===== src/rtl/fsl_pkg.sv =====
// shared constants, state encoding and control structs for the fraction adder
package fsl_pkg;

   localparam int NUMERATOR_BITS   = 16;
   localparam int DENOMINATOR_BITS = 16;
   localparam int SUM_BITS         = NUMERATOR_BITS + DENOMINATOR_BITS + 1;
   localparam int LCD_BITS         = 2 * DENOMINATOR_BITS;
   localparam int MUL_A_BITS       = ((NUMERATOR_BITS > DENOMINATOR_BITS) ?
                                      NUMERATOR_BITS : DENOMINATOR_BITS) + 1;
   localparam int MUL_B_BITS       = DENOMINATOR_BITS + 1;
   localparam int PROD_BITS        = MUL_A_BITS + MUL_B_BITS;
   localparam int CNT_BITS         = $clog2(DENOMINATOR_BITS);

   typedef enum logic [3:0] {
      ST_IDLE,
      ST_START,
      ST_GCD,
      ST_DIV1,
      ST_SAVE1,
      ST_DIV2,
      ST_MUL1,
      ST_MUL2,
      ST_MUL3,
      ST_FINISH
   } state_type;

   typedef enum logic [1:0] {
      MUL_N1_S1,
      MUL_N2_S2,
      MUL_S2_D2
   } mul_sel_type;

   typedef enum logic {
      DIVIDEND_D2,
      DIVIDEND_D1
   } dividend_sel_type;

   // commands from the controller to the datapath
   typedef struct packed {
      logic             load;
      logic             gcd_step;
      logic             gcd_finish;
      logic             div_init;
      dividend_sel_type div_sel;
      logic             div_step;
      logic             save_s1;
      logic             save_s2;
      logic             mul_en;
      mul_sel_type      mul_sel;
      logic             acc_clear;
      logic             acc_add;
      logic             out_load;
   } ctrl_cmd_type;

   // status from the datapath to the controller
   typedef struct packed {
      logic zero_den;
      logic gcd_done;
      logic div_last;
      logic out_free;
   } dp_status_type;

endpackage


===== src/rtl/fsl_ctrl.sv =====
// sequencing state machine: gcd, two divisions, three multiplies, result load
module fsl_ctrl (
   input  logic                  clock,
   input  logic                  reset,
   input  logic                  req_valid,
   output logic                  req_stall,
   input  fsl_pkg::dp_status_type status,
   output fsl_pkg::ctrl_cmd_type  cmd
);
   import fsl_pkg::*;

   state_type state_ff;
   state_type state_in;

   // state register
   always_ff @(posedge clock) begin
      if (reset) begin
         state_ff <= ST_IDLE;
      end else begin
         state_ff <= state_in;
      end
   end

   // next state
   always_comb begin
      state_in = state_ff;
      unique case (state_ff)
         ST_IDLE: begin
            if (req_valid) begin
               state_in = ST_START;
            end
         end
         ST_START: begin
            state_in = status.zero_den ? ST_FINISH : ST_GCD;
         end
         ST_GCD: begin
            if (status.gcd_done) begin
               state_in = ST_DIV1;
            end
         end
         ST_DIV1: begin
            if (status.div_last) begin
               state_in = ST_SAVE1;
            end
         end
         ST_SAVE1: begin
            state_in = ST_DIV2;
         end
         ST_DIV2: begin
            if (status.div_last) begin
               state_in = ST_MUL1;
            end
         end
         ST_MUL1: begin
            state_in = ST_MUL2;
         end
         ST_MUL2: begin
            state_in = ST_MUL3;
         end
         ST_MUL3: begin
            state_in = ST_FINISH;
         end
         ST_FINISH: begin
            if (status.out_free) begin
               state_in = ST_IDLE;
            end
         end
         default: begin
            state_in = ST_IDLE;
         end
      endcase
   end

   // outputs
   always_comb begin
      cmd       = '0;
      req_stall = (state_ff != ST_IDLE);
      unique case (state_ff)
         ST_IDLE: begin
            cmd.load = req_valid;
         end
         ST_START: begin
         end
         ST_GCD: begin
            cmd.gcd_step   = !status.gcd_done;
            cmd.gcd_finish = status.gcd_done;
            cmd.div_init   = status.gcd_done;
            cmd.div_sel    = DIVIDEND_D2;
         end
         ST_DIV1: begin
            cmd.div_step = 1'b1;
         end
         ST_SAVE1: begin
            cmd.save_s1  = 1'b1;
            cmd.div_init = 1'b1;
            cmd.div_sel  = DIVIDEND_D1;
         end
         ST_DIV2: begin
            cmd.div_step = 1'b1;
         end
         ST_MUL1: begin
            cmd.save_s2 = 1'b1;
            cmd.mul_en  = 1'b1;
            cmd.mul_sel = MUL_N1_S1;
         end
         ST_MUL2: begin
            cmd.mul_en    = 1'b1;
            cmd.mul_sel   = MUL_N2_S2;
            cmd.acc_clear = 1'b1;
            cmd.acc_add   = 1'b1;
         end
         ST_MUL3: begin
            cmd.mul_en  = 1'b1;
            cmd.mul_sel = MUL_S2_D2;
            cmd.acc_add = 1'b1;
         end
         ST_FINISH: begin
            cmd.out_load = status.out_free;
         end
         default: begin
         end
      endcase
   end

endmodule


===== src/rtl/fsl_datapath.sv =====
// operand registers, binary gcd, restoring divider, shared multiplier, output word
module fsl_datapath (
   input  logic                                          clock,
   input  logic                                          reset,
   input  fsl_pkg::ctrl_cmd_type                         cmd,
   output fsl_pkg::dp_status_type                        status,
   input  logic signed [fsl_pkg::NUMERATOR_BITS-1:0]     req_first_numerator,
   input  logic        [fsl_pkg::DENOMINATOR_BITS-1:0]   req_first_denominator,
   input  logic signed [fsl_pkg::NUMERATOR_BITS-1:0]     req_second_numerator,
   input  logic        [fsl_pkg::DENOMINATOR_BITS-1:0]   req_second_denominator,
   output logic                                          rsp_valid,
   input  logic                                          rsp_stall,
   output logic signed [fsl_pkg::SUM_BITS-1:0]           rsp_sum_numerator,
   output logic        [fsl_pkg::LCD_BITS-1:0]           rsp_common_denominator,
   output logic                                          rsp_zero_denominator_error
);
   import fsl_pkg::*;

   // captured operands
   logic signed [NUMERATOR_BITS-1:0]   n1_ff, n2_ff;
   logic        [DENOMINATOR_BITS-1:0] d1_ff, d2_ff;
   logic                               zero_ff;

   // gcd working registers
   logic [DENOMINATOR_BITS-1:0] a_ff, a_in;
   logic [DENOMINATOR_BITS-1:0] b_ff, b_in;
   logic [CNT_BITS-1:0]         k_ff, k_in;
   logic [DENOMINATOR_BITS-1:0] g_ff;
   logic [DENOMINATOR_BITS-1:0] a_minus_b, b_minus_a;

   // divider registers
   logic [DENOMINATOR_BITS-1:0] rem_ff, rem_in;
   logic [DENOMINATOR_BITS-1:0] quo_ff, quo_in;
   logic [CNT_BITS-1:0]         cnt_ff;
   logic [DENOMINATOR_BITS:0]   rem_shift, rem_diff;
   logic [DENOMINATOR_BITS-1:0] s1_ff, s2_ff;

   // multiplier and accumulator
   logic signed [MUL_A_BITS-1:0] mul_a;
   logic signed [MUL_B_BITS-1:0] mul_b;
   logic signed [PROD_BITS-1:0]  prod_in, prod_ff;
   logic signed [SUM_BITS-1:0]   acc_ff, acc_in;

   // output word
   logic                       out_valid_ff;
   logic signed [SUM_BITS-1:0] out_sum_ff;
   logic        [LCD_BITS-1:0] out_lcd_ff;
   logic                       out_err_ff;

   // operand capture
   always_ff @(posedge clock) begin
      if (cmd.load) begin
         n1_ff   <= req_first_numerator;
         n2_ff   <= req_second_numerator;
         d1_ff   <= req_first_denominator;
         d2_ff   <= req_second_denominator;
         zero_ff <= (req_first_denominator == '0) || (req_second_denominator == '0);
      end
   end

   // binary gcd step: strip common twos, then halve or subtract odd pairs
   assign a_minus_b = a_ff - b_ff;
   assign b_minus_a = b_ff - a_ff;

   always_comb begin
      a_in = a_ff;
      b_in = b_ff;
      k_in = k_ff;
      priority if (!a_ff[0] && !b_ff[0]) begin
         a_in = a_ff >> 1;
         b_in = b_ff >> 1;
         k_in = k_ff + 1'b1;
      end else if (!a_ff[0]) begin
         a_in = a_ff >> 1;
      end else if (!b_ff[0]) begin
         b_in = b_ff >> 1;
      end else if (a_ff > b_ff) begin
         a_in = a_minus_b >> 1;
      end else begin
         b_in = b_minus_a >> 1;
      end
   end

   always_ff @(posedge clock) begin
      if (cmd.load) begin
         a_ff <= req_first_denominator;
         b_ff <= req_second_denominator;
         k_ff <= '0;
      end else if (cmd.gcd_step) begin
         a_ff <= a_in;
         b_ff <= b_in;
         k_ff <= k_in;
      end
      if (cmd.gcd_finish) begin
         g_ff <= a_ff << k_ff;
      end
   end

   // restoring divider, one quotient bit per cycle
   assign rem_shift = {rem_ff, quo_ff[DENOMINATOR_BITS-1]};
   assign rem_diff  = rem_shift - {1'b0, g_ff};

   always_comb begin
      if (!rem_diff[DENOMINATOR_BITS]) begin
         rem_in = rem_diff[DENOMINATOR_BITS-1:0];
         quo_in = {quo_ff[DENOMINATOR_BITS-2:0], 1'b1};
      end else begin
         rem_in = rem_shift[DENOMINATOR_BITS-1:0];
         quo_in = {quo_ff[DENOMINATOR_BITS-2:0], 1'b0};
      end
   end

   always_ff @(posedge clock) begin
      if (cmd.div_init) begin
         rem_ff <= '0;
         quo_ff <= (cmd.div_sel == DIVIDEND_D2) ? d2_ff : d1_ff;
         cnt_ff <= '0;
      end else if (cmd.div_step) begin
         rem_ff <= rem_in;
         quo_ff <= quo_in;
         cnt_ff <= cnt_ff + 1'b1;
      end
      if (cmd.save_s1) begin
         s1_ff <= quo_ff;
      end
      if (cmd.save_s2) begin
         s2_ff <= quo_ff;
      end
   end

   // shared multiplier operand select
   always_comb begin
      unique case (cmd.mul_sel)
         MUL_N1_S1: begin
            mul_a = MUL_A_BITS'(n1_ff);
            mul_b = {1'b0, s1_ff};
         end
         MUL_N2_S2: begin
            mul_a = MUL_A_BITS'(n2_ff);
            mul_b = {1'b0, s2_ff};
         end
         MUL_S2_D2: begin
            mul_a = $signed({{(MUL_A_BITS - DENOMINATOR_BITS){1'b0}}, s2_ff});
            mul_b = {1'b0, d2_ff};
         end
         default: begin
            mul_a = '0;
            mul_b = '0;
         end
      endcase
   end

   // s2 is saved in the same cycle as the first multiply, which does not use it
   assign prod_in = mul_a * mul_b;
   assign acc_in  = (cmd.acc_clear ? SUM_BITS'(0) : acc_ff) + prod_ff[SUM_BITS-1:0];

   always_ff @(posedge clock) begin
      if (cmd.mul_en) begin
         prod_ff <= prod_in;
      end
      if (cmd.acc_add) begin
         acc_ff <= acc_in;
      end
   end

   // output word register
   always_ff @(posedge clock) begin
      if (reset) begin
         out_valid_ff <= 1'b0;
      end else if (cmd.out_load) begin
         out_valid_ff <= 1'b1;
      end else if (!rsp_stall) begin
         out_valid_ff <= 1'b0;
      end
   end

   always_ff @(posedge clock) begin
      if (cmd.out_load) begin
         out_err_ff <= zero_ff;
         out_sum_ff <= zero_ff ? SUM_BITS'(0) : acc_ff;
         out_lcd_ff <= zero_ff ? LCD_BITS'(0) : prod_ff[LCD_BITS-1:0];
      end
   end

   // status back to the controller
   always_comb begin
      status.zero_den = zero_ff;
      status.gcd_done = (a_ff == b_ff);
      status.div_last = (cnt_ff == CNT_BITS'(DENOMINATOR_BITS - 1));
      status.out_free = !out_valid_ff || !rsp_stall;
   end

   assign rsp_valid                  = out_valid_ff;
   assign rsp_sum_numerator          = out_sum_ff;
   assign rsp_common_denominator     = out_lcd_ff;
   assign rsp_zero_denominator_error = out_err_ff;

endmodule


===== src/rtl/fraction_sum_lcd_top.sv =====
// top level of the fraction adder over the least common denominator
//
//   channel  direction  handshake              payload
//   req      in         req_valid / req_stall  two numerators, two denominators
//   rsp      out        rsp_valid / rsp_stall  sum numerator, lcd, zero flag
//
// one word at a time; a word with a zero denominator goes from its start state straight to
// the result load, otherwise it runs the gcd steps (at most 2*16, one per cycle), then two
// restoring divisions and three passes through one multiplier
// the result sits in an output register, so the next word is taken while it waits
// reset is synchronous and clears only the controller state and the output valid
// a stalled result holds; a finished word waits in its last state until the
// output register is free
module fraction_sum_lcd_top (
   input  logic                                          clock,
   input  logic                                          reset,
   input  logic                                          req_valid,
   output logic                                          req_stall,
   input  logic signed [fsl_pkg::NUMERATOR_BITS-1:0]     req_first_numerator,
   input  logic        [fsl_pkg::DENOMINATOR_BITS-1:0]   req_first_denominator,
   input  logic signed [fsl_pkg::NUMERATOR_BITS-1:0]     req_second_numerator,
   input  logic        [fsl_pkg::DENOMINATOR_BITS-1:0]   req_second_denominator,
   output logic                                          rsp_valid,
   input  logic                                          rsp_stall,
   output logic signed [fsl_pkg::SUM_BITS-1:0]           rsp_sum_numerator,
   output logic        [fsl_pkg::LCD_BITS-1:0]           rsp_common_denominator,
   output logic                                          rsp_zero_denominator_error
);
   import fsl_pkg::*;

   ctrl_cmd_type  cmd;
   dp_status_type status;

   // sequencer
   fsl_ctrl u_ctrl (
      .clock     (clock),
      .reset     (reset),
      .req_valid (req_valid),
      .req_stall (req_stall),
      .status    (status),
      .cmd       (cmd)
   );

   // arithmetic and result register
   fsl_datapath u_datapath (
      .clock                      (clock),
      .reset                      (reset),
      .cmd                        (cmd),
      .status                     (status),
      .req_first_numerator        (req_first_numerator),
      .req_first_denominator      (req_first_denominator),
      .req_second_numerator       (req_second_numerator),
      .req_second_denominator     (req_second_denominator),
      .rsp_valid                  (rsp_valid),
      .rsp_stall                  (rsp_stall),
      .rsp_sum_numerator          (rsp_sum_numerator),
      .rsp_common_denominator     (rsp_common_denominator),
      .rsp_zero_denominator_error (rsp_zero_denominator_error)
   );

endmodule


===== config.mk =====
export PLATFORM = sky130hd
export DESIGN_NAME = fraction_sum_lcd_top
export DESIGN_NICKNAME = d
export VERILOG_FILES = /design/src/rtl/fsl_pkg.sv /design/src/rtl/fsl_ctrl.sv /design/src/rtl/fsl_datapath.sv /design/src/rtl/fraction_sum_lcd_top.sv
export SDC_FILE = /design/constraint.sdc
export NUM_CORES = 1
export LEC_CHECK = 0
export BUFFER_PORTS_ARGS = -buffer_cell sky130_fd_sc_hd__buf_2
export CAP_MARGIN = 30
export CORE_UTILIZATION = 40
export CTS_CLUSTER_DIAMETER = 30
export CTS_CLUSTER_SIZE = 30
export DETAILED_ROUTE_END_ITERATION = 16
export SLEW_MARGIN = 10
export SYNTH_ARGS = -nofsm -noshare
export SYNTH_HDL_FRONTEND = slang
export SYNTH_SLANG_ARGS = --single-unit

===== constraint.sdc =====
create_clock -name clock -period 10.7 [get_ports clock]
set_clock_uncertainty 0.15 [all_clocks]
set_input_delay 0.535 -clock clock [delete_from_list [all_inputs] [get_ports clock]]
set_output_delay 0.535 -clock clock [all_outputs]
set_load 0.1 [all_outputs]

==> out/metrics.cfg <==
[timing]
finalHoldViolCount=0
slew_viol_final=0
rsz0062_at_grt=false
setup_tns_ns=0
finalCritPeriodShare=0.830
max_freq_ghz=0.113
layout_setup_ws_ns=1.82
setup_viol=0
tightest_slew_ns=0.931
hold_ws_ns=0.0384
post-route-min-period_ns=8.88
slew_headroom=0.378

[clocking]
clkTransAtPathRegs_ns=0.05
cts_resized=0
postCtsSetupBuffers=0
h-tree-depth=3
clock_latency_ns=0.63
cts-root-buf=clkbuf_16
clock_sinks=322
cts_made_buffers=78
clk_path_buf_depth=3
cts_tree=yes
cts_hold_buf=56

[critical_path]
cp-start-kind=flop
crit_path_end_kind=flop
r2r-end=u_datapath.prod_ff[32]
path_max_fanout=33
crit_slowest_cell=fa_1
timing.critical_path.mode_cell=fa_1
r2r_slack_ns=1.82
r2r_cells=28
critPathBufInv=6
cp_top_family=adder cells
cp.arrival_ns=9.05
crit_path_max_incr_delay_ns=0.71
r2r_start=u_ctrl.state_ff[3]
path_class=flop to flop
crit_required_ns=10.87

[final_layout]
layout_common_cells=inv_1, edfxtp_1, fa_1, nand2_1, nor2_1
final_common_cell=inv_1
syn_to_final_growth_pct=18.4
drive_gt1_frac=0.111
seqCellArea_sq_um=9380
antenna_cells=0
nets=3377
num-fill-cells=6096
multi_input_area_sq_um=15600

[die]
die_area_sq_um=68500
initial_core_util=0.408
boundaryPins=136
dieHeight_microns=262
core_sq_um=66200
rows=94
die_w_microns=262

[detailed_routing]
vias_per_cell=5.22
dr.pass1.iters=5
drtAntennaViolNets=0
drcViolationCount=0
vias=19790
wl_per_cell_microns=18.4
drt-total-wl_microns=69600
drt_iter0_drc=1166

[placement]
post-place-ws_ns=1.90
hpwl_microns=53900
port_buffers=135
place_congestion=0.971

[synth]
synth_top_family_by_area=adder cells
ys_top_cells_by_area=edfxtp_1, fa_1, ha_1
synthMuxAreaShare=0.0216
synth_fa_ha_area_frac=0.283
synthFlopType=edfxtp_1
synth_top_area_frac=0.326
synth_cell_types=74
synth_warnings=0
synth_nets=3185
synth-compound-area-share=0.102
synth_area_leader_cell=edfxtp_1
synth_area_sq_um=27000
avgSynthCellArea_sq_um=10.1
synth-xor-area-share=0.0361
synth_cells=2673
synth_edf_count=293
synthArstFlopShare=0
ys_seq_area_frac=0.348
yosys.area_share.simple=0.134
synth_seq_cells=322

[global_route]
grt_pass1_wl_microns=111000
grt_max_degree=70
busiest_layer=met2
grt_pass1_vias=20721
use_met1=0.264
antenna_found_initial=1
grtUsageTotal=0.208
grt-ovfl-total=0
grtUsageMet2=0.354
grt.met3_usage=0.0334

[hold_path]
whs_path_depth=1
hold_start=req_second_denominator[4]
hp-class=primary input to flop
min_to=u_datapath.d2_ff[4]

[outcome]
outcome=completed

[flow_run]
drv_cap=0

-- Yosys cell counts, drive strengths merged, types with 25 or more instances --
library cell    n
nand3          29
fa            278
nor2b          79
o21ai          93
a22oi          26
ha            166
a21o           40
edfxtp        293
and3           25
xnor2          88
dfxtp          29
nor2          245
nor3           26
inv           433
and2           63
mux2i          39
a21oi         143
nand2         247
clkbuf         86
-- logic make-up after synthesis --
kind of cell,Yosys count
AO/OA/AOI/OAI,433
XOR/XNOR,109
adder cells (fa/ha/maj),444
buffers and inverters,535
flip-flops,322
multiplexers,49
AND/OR/NAND/NOR,781
-- how the worst max path moves through the flow --
stage	start	endpoint	slack, ns	cells after the start
after floorplan	u_ctrl.state_ff[2]	u_datapath.prod_ff[32]	2.93	27
after global placement	u_ctrl.state_ff[3]	u_datapath.prod_ff[32]	2.22	28
after detailed placement	u_ctrl.state_ff[3]	u_datapath.prod_ff[32]	1.90	28
after CTS	u_ctrl.state_ff[3]	u_datapath.prod_ff[32]	1.87	28
after global routing	u_ctrl.state_ff[3]	u_datapath.prod_ff[32]	1.38	28
final	u_ctrl.state_ff[3]	u_datapath.prod_ff[32]	1.82	28
-- cell type report --
class                   instances  share of cell area
multi-input cells            1816               0.489
flip-flops and latches        322               0.294
clock buffers                  86              0.0620
inverters                     433              0.0509
repair buffers                214              0.0443
well taps                     864              0.0338
clock inverters                59              0.0267
-- metrics by stage --
stage | instances | utilization | cell area, sq um
finish | 3794 | 0.483 | 32000
global route | 3794 | 0.483 | 32000
CTS | 3792 | 0.482 | 31900
detailed placement | 3591 | 0.431 | 28500
global placement | 3591 | 0.431 | 28500
floorplan | 2673 | - | 27000
-- per-layer routing --
layer,up-vias,part of all wire
met3,156,0.060
met5,-,0.00014
li1,9232,-
met2,656,0.48
met4,2,0.035
met1,9744,0.43
-- worst reg2reg max path: cells and delay by family, from the launching register on --
kind / cells / cell delay (ns)
buffers and inverters: 6 / 0.97
adder cells (fa/ha/maj): 7 / 3.52
AND/OR/NAND/NOR: 6 / 1.34
XOR/XNOR: 1 / 0.08
AO/OA/AOI/OAI: 8 / 2.05
flip-flops: 1 / 0.49
-- registers in the layout, indices dropped and copies added, names as in the netlist, 32 cells and up --
signal	cells
u_datapath.acc_ff	33
u_datapath.rsp_common_denominator	32
u_datapath.prod_ff	33
u_datapath.rsp_sum_numerator	33
Power is left out: the tool's default activity adds up to more than one toggle a clock period on the data nets, which glitch-free logic cannot reach.
